## config.mk

```make
export PLATFORM = sky130hd
export DESIGN_NAME = char_lcd_nibble_sequencer_core
export DESIGN_NICKNAME = d
export VERILOG_FILES = /design/src/rtl/lcdseq_pkg.sv /design/src/rtl/char_lcd_nibble_sequencer_core.sv
export SDC_FILE = /design/constraint.sdc
export NUM_CORES = 1
export LEC_CHECK = 0
export ABC_CLOCK_PERIOD_IN_PS = 4010
export BUFFER_PORTS_ARGS = -buffer_cell sky130_fd_sc_hd__clkbuf_2
export CAP_MARGIN = 25
export CORE_ASPECT_RATIO = 0.6
export CORE_UTILIZATION = 64
export CTS_CLUSTER_DIAMETER = 200
export DETAILED_ROUTE_END_ITERATION = 6
export PLACE_DENSITY = 0.84
export SYNTH_ARGS = -nofsm -noshare
export SYNTH_HDL_FRONTEND = slang
export SYNTH_SLANG_ARGS = --single-unit
```

## constraint.sdc

```tcl
create_clock -name i_clk -period 4.01 [get_ports i_clk]
set_input_delay 0.2005 -clock i_clk [delete_from_list [all_inputs] [get_ports i_clk]]
set_output_delay 0.2005 -clock i_clk [all_outputs]
set_load 0.01 [all_outputs]
```

## src/rtl/lcdseq_pkg.sv

```systemverilog
`timescale 1ns / 1ps
// ----------------------------------------------------------------------------
// lcdseq_pkg
// Types and constants of the character LCD nibble sequencer.
// ----------------------------------------------------------------------------
package lcdseq_pkg;

    localparam int MaxResults = 13;
    localparam int CntW       = 4;

    localparam logic [7:0] LcdEn     = 8'h08;
    localparam logic [7:0] LcdRw     = 8'h04;
    localparam logic [7:0] LcdRs     = 8'h02;
    localparam logic [7:0] DirLowOut = 8'h0f;
    localparam logic [7:0] DirAllOut = 8'hff;
    localparam logic [7:0] PatReset8 = 8'h30;
    localparam logic [7:0] PatMode4  = 8'h20;
    localparam logic [7:0] InsClear  = 8'h01;
    localparam logic [7:0] InsHome   = 8'h02;

    localparam logic [1:0] ActInit  = 2'd0;
    localparam logic [1:0] ActInstr = 2'd1;
    localparam logic [1:0] ActChar  = 2'd2;
    localparam logic [1:0] ActPort  = 2'd3;

    localparam logic [1:0] KindPort = 2'd0;
    localparam logic [1:0] KindDir  = 2'd1;
    localparam logic [1:0] KindRead = 2'd2;

    localparam logic [1:0] CfgFunctionSet    = 2'd0;
    localparam logic [1:0] CfgDisplayControl = 2'd1;
    localparam logic [1:0] CfgEntryMode      = 2'd2;

    localparam logic [7:0] RstFunctionSet    = 8'h28;
    localparam logic [7:0] RstDisplayControl = 8'h0c;
    localparam logic [7:0] RstEntryMode      = 8'h06;

    typedef enum logic [2:0] {
        PH_IDLE      = 3'b001,
        PH_WAIT      = 3'b010,
        PH_INIT_WAIT = 3'b100
    } t_phase;

    typedef struct packed {
        logic [1:0] kind;
        logic [7:0] value;
    } t_entry;

    typedef struct packed {
        t_entry [MaxResults-1:0] ent;
        logic [CntW-1:0]         cnt;
    } t_burst;

endpackage

```

## src/rtl/char_lcd_nibble_sequencer_core.sv

```systemverilog
`timescale 1ns / 1ps
// ----------------------------------------------------------------------------
// char_lcd_nibble_sequencer_core
// Turns init, instruction, character and port-sample requests into bursts of
// port, direction and read-request transactions for a 4-bit character LCD.
//
// Channel  Direction  Handshake                  Payload
// in       sink       i_in_valid / o_in_ready    i_action, i_data_byte, i_port_read
// out      source     o_out_valid / i_out_ready  o_out_kind, o_out_value, o_last
// cfg      sink       i_cfg_we                   i_cfg_idx, i_cfg_data
//
// A request is decoded in the cycle it is taken; its burst of 0..13 results is
// held in a shift register and leaves one result per cycle while i_out_ready is high.
// Results leave through the single output port; a request whose burst has no
// result leaves the input ready for the next request.
// The next request is taken in the cycle the last result of the previous one
// leaves. Synchronous active-low reset clears state and restores the config.
// ----------------------------------------------------------------------------
module char_lcd_nibble_sequencer_core (
    input  logic       i_clk,
    input  logic       i_rst_n,
    input  logic       i_in_valid,
    output logic       o_in_ready,
    input  logic [1:0] i_action,
    input  logic [7:0] i_data_byte,
    input  logic [7:0] i_port_read,
    output logic       o_out_valid,
    input  logic       i_out_ready,
    output logic [1:0] o_out_kind,
    output logic [7:0] o_out_value,
    output logic       o_last,
    input  logic       i_cfg_we,
    input  logic [1:0] i_cfg_idx,
    input  logic [7:0] i_cfg_data
);

    function automatic lcdseq_pkg::t_burst f_put(lcdseq_pkg::t_burst b,
                                                 logic [1:0] kind,
                                                 logic [7:0] value);
        lcdseq_pkg::t_burst r;
        r = b;
        if (b.cnt < lcdseq_pkg::CntW'(lcdseq_pkg::MaxResults)) begin
            r.ent[b.cnt].kind  = kind;
            r.ent[b.cnt].value = value;
            r.cnt              = b.cnt + 1'b1;
        end
        return r;
    endfunction

    function automatic lcdseq_pkg::t_burst f_read_cycle(lcdseq_pkg::t_burst b);
        lcdseq_pkg::t_burst r;
        r = f_put(b, lcdseq_pkg::KindPort, lcdseq_pkg::LcdRw);
        r = f_put(r, lcdseq_pkg::KindPort, lcdseq_pkg::LcdRw | lcdseq_pkg::LcdEn);
        r = f_put(r, lcdseq_pkg::KindRead, 8'h00);
        return r;
    endfunction

    function automatic lcdseq_pkg::t_burst f_strobe(lcdseq_pkg::t_burst b,
                                                    logic [7:0] v);
        lcdseq_pkg::t_burst r;
        r = f_put(b, lcdseq_pkg::KindPort, v);
        r = f_put(r, lcdseq_pkg::KindPort, v | lcdseq_pkg::LcdEn);
        r = f_put(r, lcdseq_pkg::KindPort, v);
        return r;
    endfunction

    function automatic lcdseq_pkg::t_burst f_start_wait(lcdseq_pkg::t_burst b);
        lcdseq_pkg::t_burst r;
        r = f_put(b, lcdseq_pkg::KindDir, lcdseq_pkg::DirLowOut);
        r = f_read_cycle(r);
        return r;
    endfunction

    logic [7:0]           r_cfg_fs, r_cfg_dc, r_cfg_em;
    lcdseq_pkg::t_phase   r_phase, n_phase;
    logic [7:0]           r_pend_byte, n_pend_byte;
    logic                 r_pend_sel, n_pend_sel;
    logic [2:0]           r_init_step, n_init_step;
    lcdseq_pkg::t_burst   r_burst, n_burst;

    logic                 in_acc;
    logic                 out_acc;
    logic [7:0]           rs_bits;
    logic [7:0]           next_instr;
    lcdseq_pkg::t_burst   b;

    assign o_out_valid = (r_burst.cnt != '0);
    assign o_out_kind  = r_burst.ent[0].kind;
    assign o_out_value = r_burst.ent[0].value;
    assign o_last      = (r_burst.cnt == lcdseq_pkg::CntW'(1));
    assign out_acc     = o_out_valid && i_out_ready;
    assign o_in_ready  = !o_out_valid || (out_acc && o_last);
    assign in_acc      = i_in_valid && o_in_ready;

    assign rs_bits = r_pend_sel ? lcdseq_pkg::LcdRs : 8'h00;

    always_comb begin
        unique case (r_init_step)
            3'd0:    next_instr = r_cfg_fs;
            3'd1:    next_instr = r_cfg_dc;
            3'd2:    next_instr = r_cfg_em;
            3'd3:    next_instr = lcdseq_pkg::InsClear;
            default: next_instr = lcdseq_pkg::InsHome;
        endcase
    end

    always_comb begin
        b           = '0;
        n_phase     = r_phase;
        n_pend_byte = r_pend_byte;
        n_pend_sel  = r_pend_sel;
        n_init_step = r_init_step;
        unique case (r_phase)
            lcdseq_pkg::PH_WAIT: begin
                if (i_action == lcdseq_pkg::ActPort) begin
                    b = f_put(b, lcdseq_pkg::KindPort, lcdseq_pkg::LcdRw);
                    b = f_put(b, lcdseq_pkg::KindPort,
                              lcdseq_pkg::LcdRw | lcdseq_pkg::LcdEn);
                    if (i_port_read[7]) begin
                        b = f_read_cycle(b);
                    end else begin
                        b = f_put(b, lcdseq_pkg::KindDir, lcdseq_pkg::DirAllOut);
                        b = f_strobe(b, {r_pend_byte[7:4], 4'h0} | rs_bits);
                        b = f_strobe(b, {r_pend_byte[3:0], 4'h0} | rs_bits);
                        n_phase = lcdseq_pkg::PH_IDLE;
                        if (r_init_step >= 3'd1 && r_init_step <= 3'd4) begin
                            n_init_step = r_init_step + 3'd1;
                            n_pend_byte = next_instr;
                            n_pend_sel  = 1'b0;
                            b           = f_start_wait(b);
                            n_phase     = lcdseq_pkg::PH_WAIT;
                        end else begin
                            n_init_step = 3'd0;
                        end
                    end
                end
            end
            lcdseq_pkg::PH_INIT_WAIT: begin
                if (i_action == lcdseq_pkg::ActPort) begin
                    b = f_put(b, lcdseq_pkg::KindPort, lcdseq_pkg::LcdRw);
                    if (i_port_read[7]) begin
                        b = f_read_cycle(b);
                    end else begin
                        b           = f_strobe(b, lcdseq_pkg::PatMode4);
                        n_init_step = 3'd1;
                        n_pend_byte = r_cfg_fs;
                        n_pend_sel  = 1'b0;
                        b           = f_start_wait(b);
                        n_phase     = lcdseq_pkg::PH_WAIT;
                    end
                end
            end
            default: begin
                n_phase = lcdseq_pkg::PH_IDLE;
                if (i_action == lcdseq_pkg::ActInit) begin
                    b = f_put(b, lcdseq_pkg::KindDir, lcdseq_pkg::DirAllOut);
                    b = f_strobe(b, lcdseq_pkg::PatReset8);
                    b = f_strobe(b, 8'h00);
                    b = f_read_cycle(b);
                    n_init_step = 3'd0;
                    n_phase     = lcdseq_pkg::PH_INIT_WAIT;
                end else if (i_action == lcdseq_pkg::ActInstr ||
                             i_action == lcdseq_pkg::ActChar) begin
                    n_init_step = 3'd0;
                    n_pend_byte = i_data_byte;
                    n_pend_sel  = (i_action == lcdseq_pkg::ActChar);
                    b           = f_start_wait(b);
                    n_phase     = lcdseq_pkg::PH_WAIT;
                end
            end
        endcase
    end

    // advance the result shift register, or load a fresh burst
    always_comb begin
        n_burst = r_burst;
        if (in_acc) begin
            n_burst = b;
        end else if (out_acc) begin
            n_burst.ent = {lcdseq_pkg::t_entry'('0),
                           r_burst.ent[lcdseq_pkg::MaxResults-1:1]};
            n_burst.cnt = r_burst.cnt - 1'b1;
        end
    end

    always_ff @(posedge i_clk) begin
        if (!i_rst_n) begin
            r_cfg_fs    <= lcdseq_pkg::RstFunctionSet;
            r_cfg_dc    <= lcdseq_pkg::RstDisplayControl;
            r_cfg_em    <= lcdseq_pkg::RstEntryMode;
            r_phase     <= lcdseq_pkg::PH_IDLE;
            r_pend_byte <= 8'h00;
            r_pend_sel  <= 1'b0;
            r_init_step <= 3'd0;
            r_burst     <= '0;
        end else begin
            if (i_cfg_we) begin
                unique case (i_cfg_idx)
                    lcdseq_pkg::CfgFunctionSet:    r_cfg_fs <= i_cfg_data;
                    lcdseq_pkg::CfgDisplayControl: r_cfg_dc <= i_cfg_data;
                    lcdseq_pkg::CfgEntryMode:      r_cfg_em <= i_cfg_data;
                    default: ;
                endcase
            end
            if (in_acc) begin
                r_phase     <= n_phase;
                r_pend_byte <= n_pend_byte;
                r_pend_sel  <= n_pend_sel;
                r_init_step <= n_init_step;
            end
            r_burst <= n_burst;
        end
    end

endmodule
```

==> out/results.txt <==
CTS root buf: clkbuf_16
Reg2reg setup slack: 1.25 ns
Area growth syn-to-layout: 11.5%
Buf/Inv on CP: 2
Final setup violation count: 0
Row count: 26
Vias in the first global route: 4537
Starting density of the core: 66.0%
R2r worst-path depth: 7
GR Overflow Total: 0
CP Capture Type: register
Commonest non-fill, non-tap cell in the layout: dfxtp_1
Post-CTS Setup Inserts: 0
Worst VDD drop: 0.000423 V
Clk_lat worst skew: 0.42 ns
Tmin final: 2.76 ns
Die height: 74.6 um
Filler cells: 630
Slew @ Worst Pin: 0.834 ns
Critical Path RT: 4.34 ns
Most frequent cells in the layout: dfxtp_1, nand2_1, a21oi_1
CTS tree: built
I/O pins: 46
Status: finished, violations left
Slew margin rel.: 44.4%
Hold path depth: 3
Hold_buf cts: 0
Tcrit/Tclk final: 68.8%
HPWL Detailed: 8670 um
Hold Crit Class: in2reg
Drt drc: 1
Ys flop type: dfxtp_1
CP arrival: 3.08 ns
EDFF count, synth: 0
Routed Antenna Nets: 0
Cell Pwr Density: 653 nW/um^2
Post-CTS sizing: 0
DR WL/cell: 17.4 um
RSZ-0062 raised after global routing: false
Clock sinks: 129
Async set-reset flop share out of synthesis: 0%
Final Core Density: 73.6%
Layout cells sized above 1: 13.3%
Post-synthesis sequential area ratio: 45.9%
Initial antenna violation count: 0
Syn_area_per_cell: 8.50 sq um
Die ar.: 9180 sq um
Critical-path maximum fanout: 85
Critical Path Stages: 7
Final setup skew: 0.0108 ns
CP startpoint kind: register
LEAKAGE: 2.32 nW
Clock Pin Slew Worst Setup and Hold Paths: 0.06 ns
TritonCTS Buffers: 17
Nets: 707
Die W: 123 um
Synth Cell Area: 5630 sq um
Post-DR vias/cell: 6.31
Largest net degree at the start of global routing: 86
Post-route cell area: 6280 sq um
CTS Buffer Depth: 2
Synthesized flop and latch total: 129
Synth Net Count: 706
Post-synth cell types: 58
Max-cap violations: 0
Slowest cell on crit path: buf_4
CTS HTree Levels: 4
Post-DP Area: 5700 sq um
Setup TNS: 0 ns
CP cell instances: inv_1 -> ha_1 -> nor3b_1 -> mux2i_4 -> buf_4 -> a21oi_1 -> a21oi_1
Via Count: 4976
GP Congestion: 0.887
Core region area: 8520 sq um
Max incr delay on CP: 0.66 ns
Routed Wire Length: 13700 um
Pre-Repair DR Iteration Count: 7
DRC violation total after the first TritonRoute iteration: 521
Overall routing resource usage: 31.4%
Hold Vio Cnt, Final: 0
Failing checks: DRC
Port bufs: 38
Synth warnings: 0
Diodes inserted: 0
Worst path top cell family by delay: buffers and inverters
Max frequency: 363 MHz
Critical path class: reg2reg
Slew Viols, Final: 0
Most used cell along the critical path: a21oi_1
First-pass GRT wire length: 22000 um
Synth Instances: 662
==> final cells by class <==
cell class	instances	area, sq um	area share (%)
multi-input cells	457	2700	42.9
flip-flops and latches	129	2580	41.1
clock buffers	21	470	7.50
repair buffers	45	255	4.07
well taps	112	140	2.23
clock inverters	11	82.6	1.32
inverters	13	50.0	0.797
==> Yosys cell counts (all sizes together) (2+ instances only) <==
cell type	n	area, sq um
and3	2	12.5
buf	26	175
o21ai	12	60.1
a211oi	3	22.5
mux2i	26	260
a311oi	9	85.1
inv	12	45.0
dfxtp	129	2580
or2	2	12.5
nand3b	3	22.5
nand4	2	12.5
nor2b	4	27.5
a21oi	64	324
mux2	2	22.5
nand2b	5	31.3
nor2	43	164
a31oi	36	225
a221oi	17	166
o211ai	3	22.5
clkbuf	37	139
and2	6	37.5
nor3b	3	27.5
o21a	3	22.5
a21o	3	22.5
nand2	125	469
o221ai	2	17.5
a22oi	24	180
nor3	3	15.0
nand3	27	135
ha	11	138
==> sequential cells by signal, indices dropped and copies added (netlist names) <==
signal and flops:
r_phase 3, o_out_kind 2, r_cfg_fs 8, r_cfg_em 8, r_pend_byte 8, r_pend_sel 1, o_out_value 7, r_cfg_dc 8
r_init_step 3, r_burst 81
==> where the power goes <==
part	total, W	leakage [nW]	internal [W]	switching, W
sequential	0.00155	1.05	0.00143	0.000126
combinational	0.00112	0.996	0.000356	0.000765
clock	0.00142	0.275	0.000842	0.000581
total	0.00410	2.32	0.00262	0.00147
==> cell families after synthesis <==
kind of cell    share of synthesized area (%)
xor+xnor                                0.311
buf+inv                                  6.45
compound gates                           22.2
fa+ha+maj                                2.45
flops                                    45.9
simple gates                             17.7
mux                                      5.03
==> tightest hold or removal path: cells and delay by family <==
kind | cells | cell delay [ns]
buffers and inverters | 1 | 0.10
AND/OR/NAND/NOR | 1 | 0.06
multiplexers | 1 | 0.06
==> per-stage QoR <==
stage | hold slack (ns) | setup WS [ns] | cells | total power (W)
after floorplan | 0.318 | 1.91 | 662 | 0.00240
after global placement | 0.438 | 1.44 | 755 | 0.00259
after detailed placement | 0.445 | 1.29 | 755 | 0.00264
after CTS | 0.0303 | 1.23 | 787 | 0.00406
after global routing | 0.0555 | 1.01 | 788 | 0.00427
final | 0.0423 | 1.25 | 788 | 0.00410
==> per-layer routing <==
layer / global-route usage (%) / part of all wire, % / wire [um]
met4: 13.3 / 1.6 / 216
met1: 42.2 / 46 / 6320
met5: 0 / 0 / 0
met3: 7.27 / 6.8 / 924
met2: 49.4 / 45 / 6230
==> worst paths after layout <==
path / startpoint / end
min reg2reg: r_burst[20]$_SDFFE_PN0P_ / r_burst[20]$_SDFFE_PN0P_
max reg2reg: r_burst[0]$_SDFFE_PN0P_ / r_burst[41]$_SDFFE_PN0P_
min: i_cfg_data[3] / r_cfg_fs[3]$_SDFFE_PN1P_
max: r_burst[0]$_SDFFE_PN0P_ / r_burst[41]$_SDFFE_PN0P_
(Power assumes the default switching activity.)
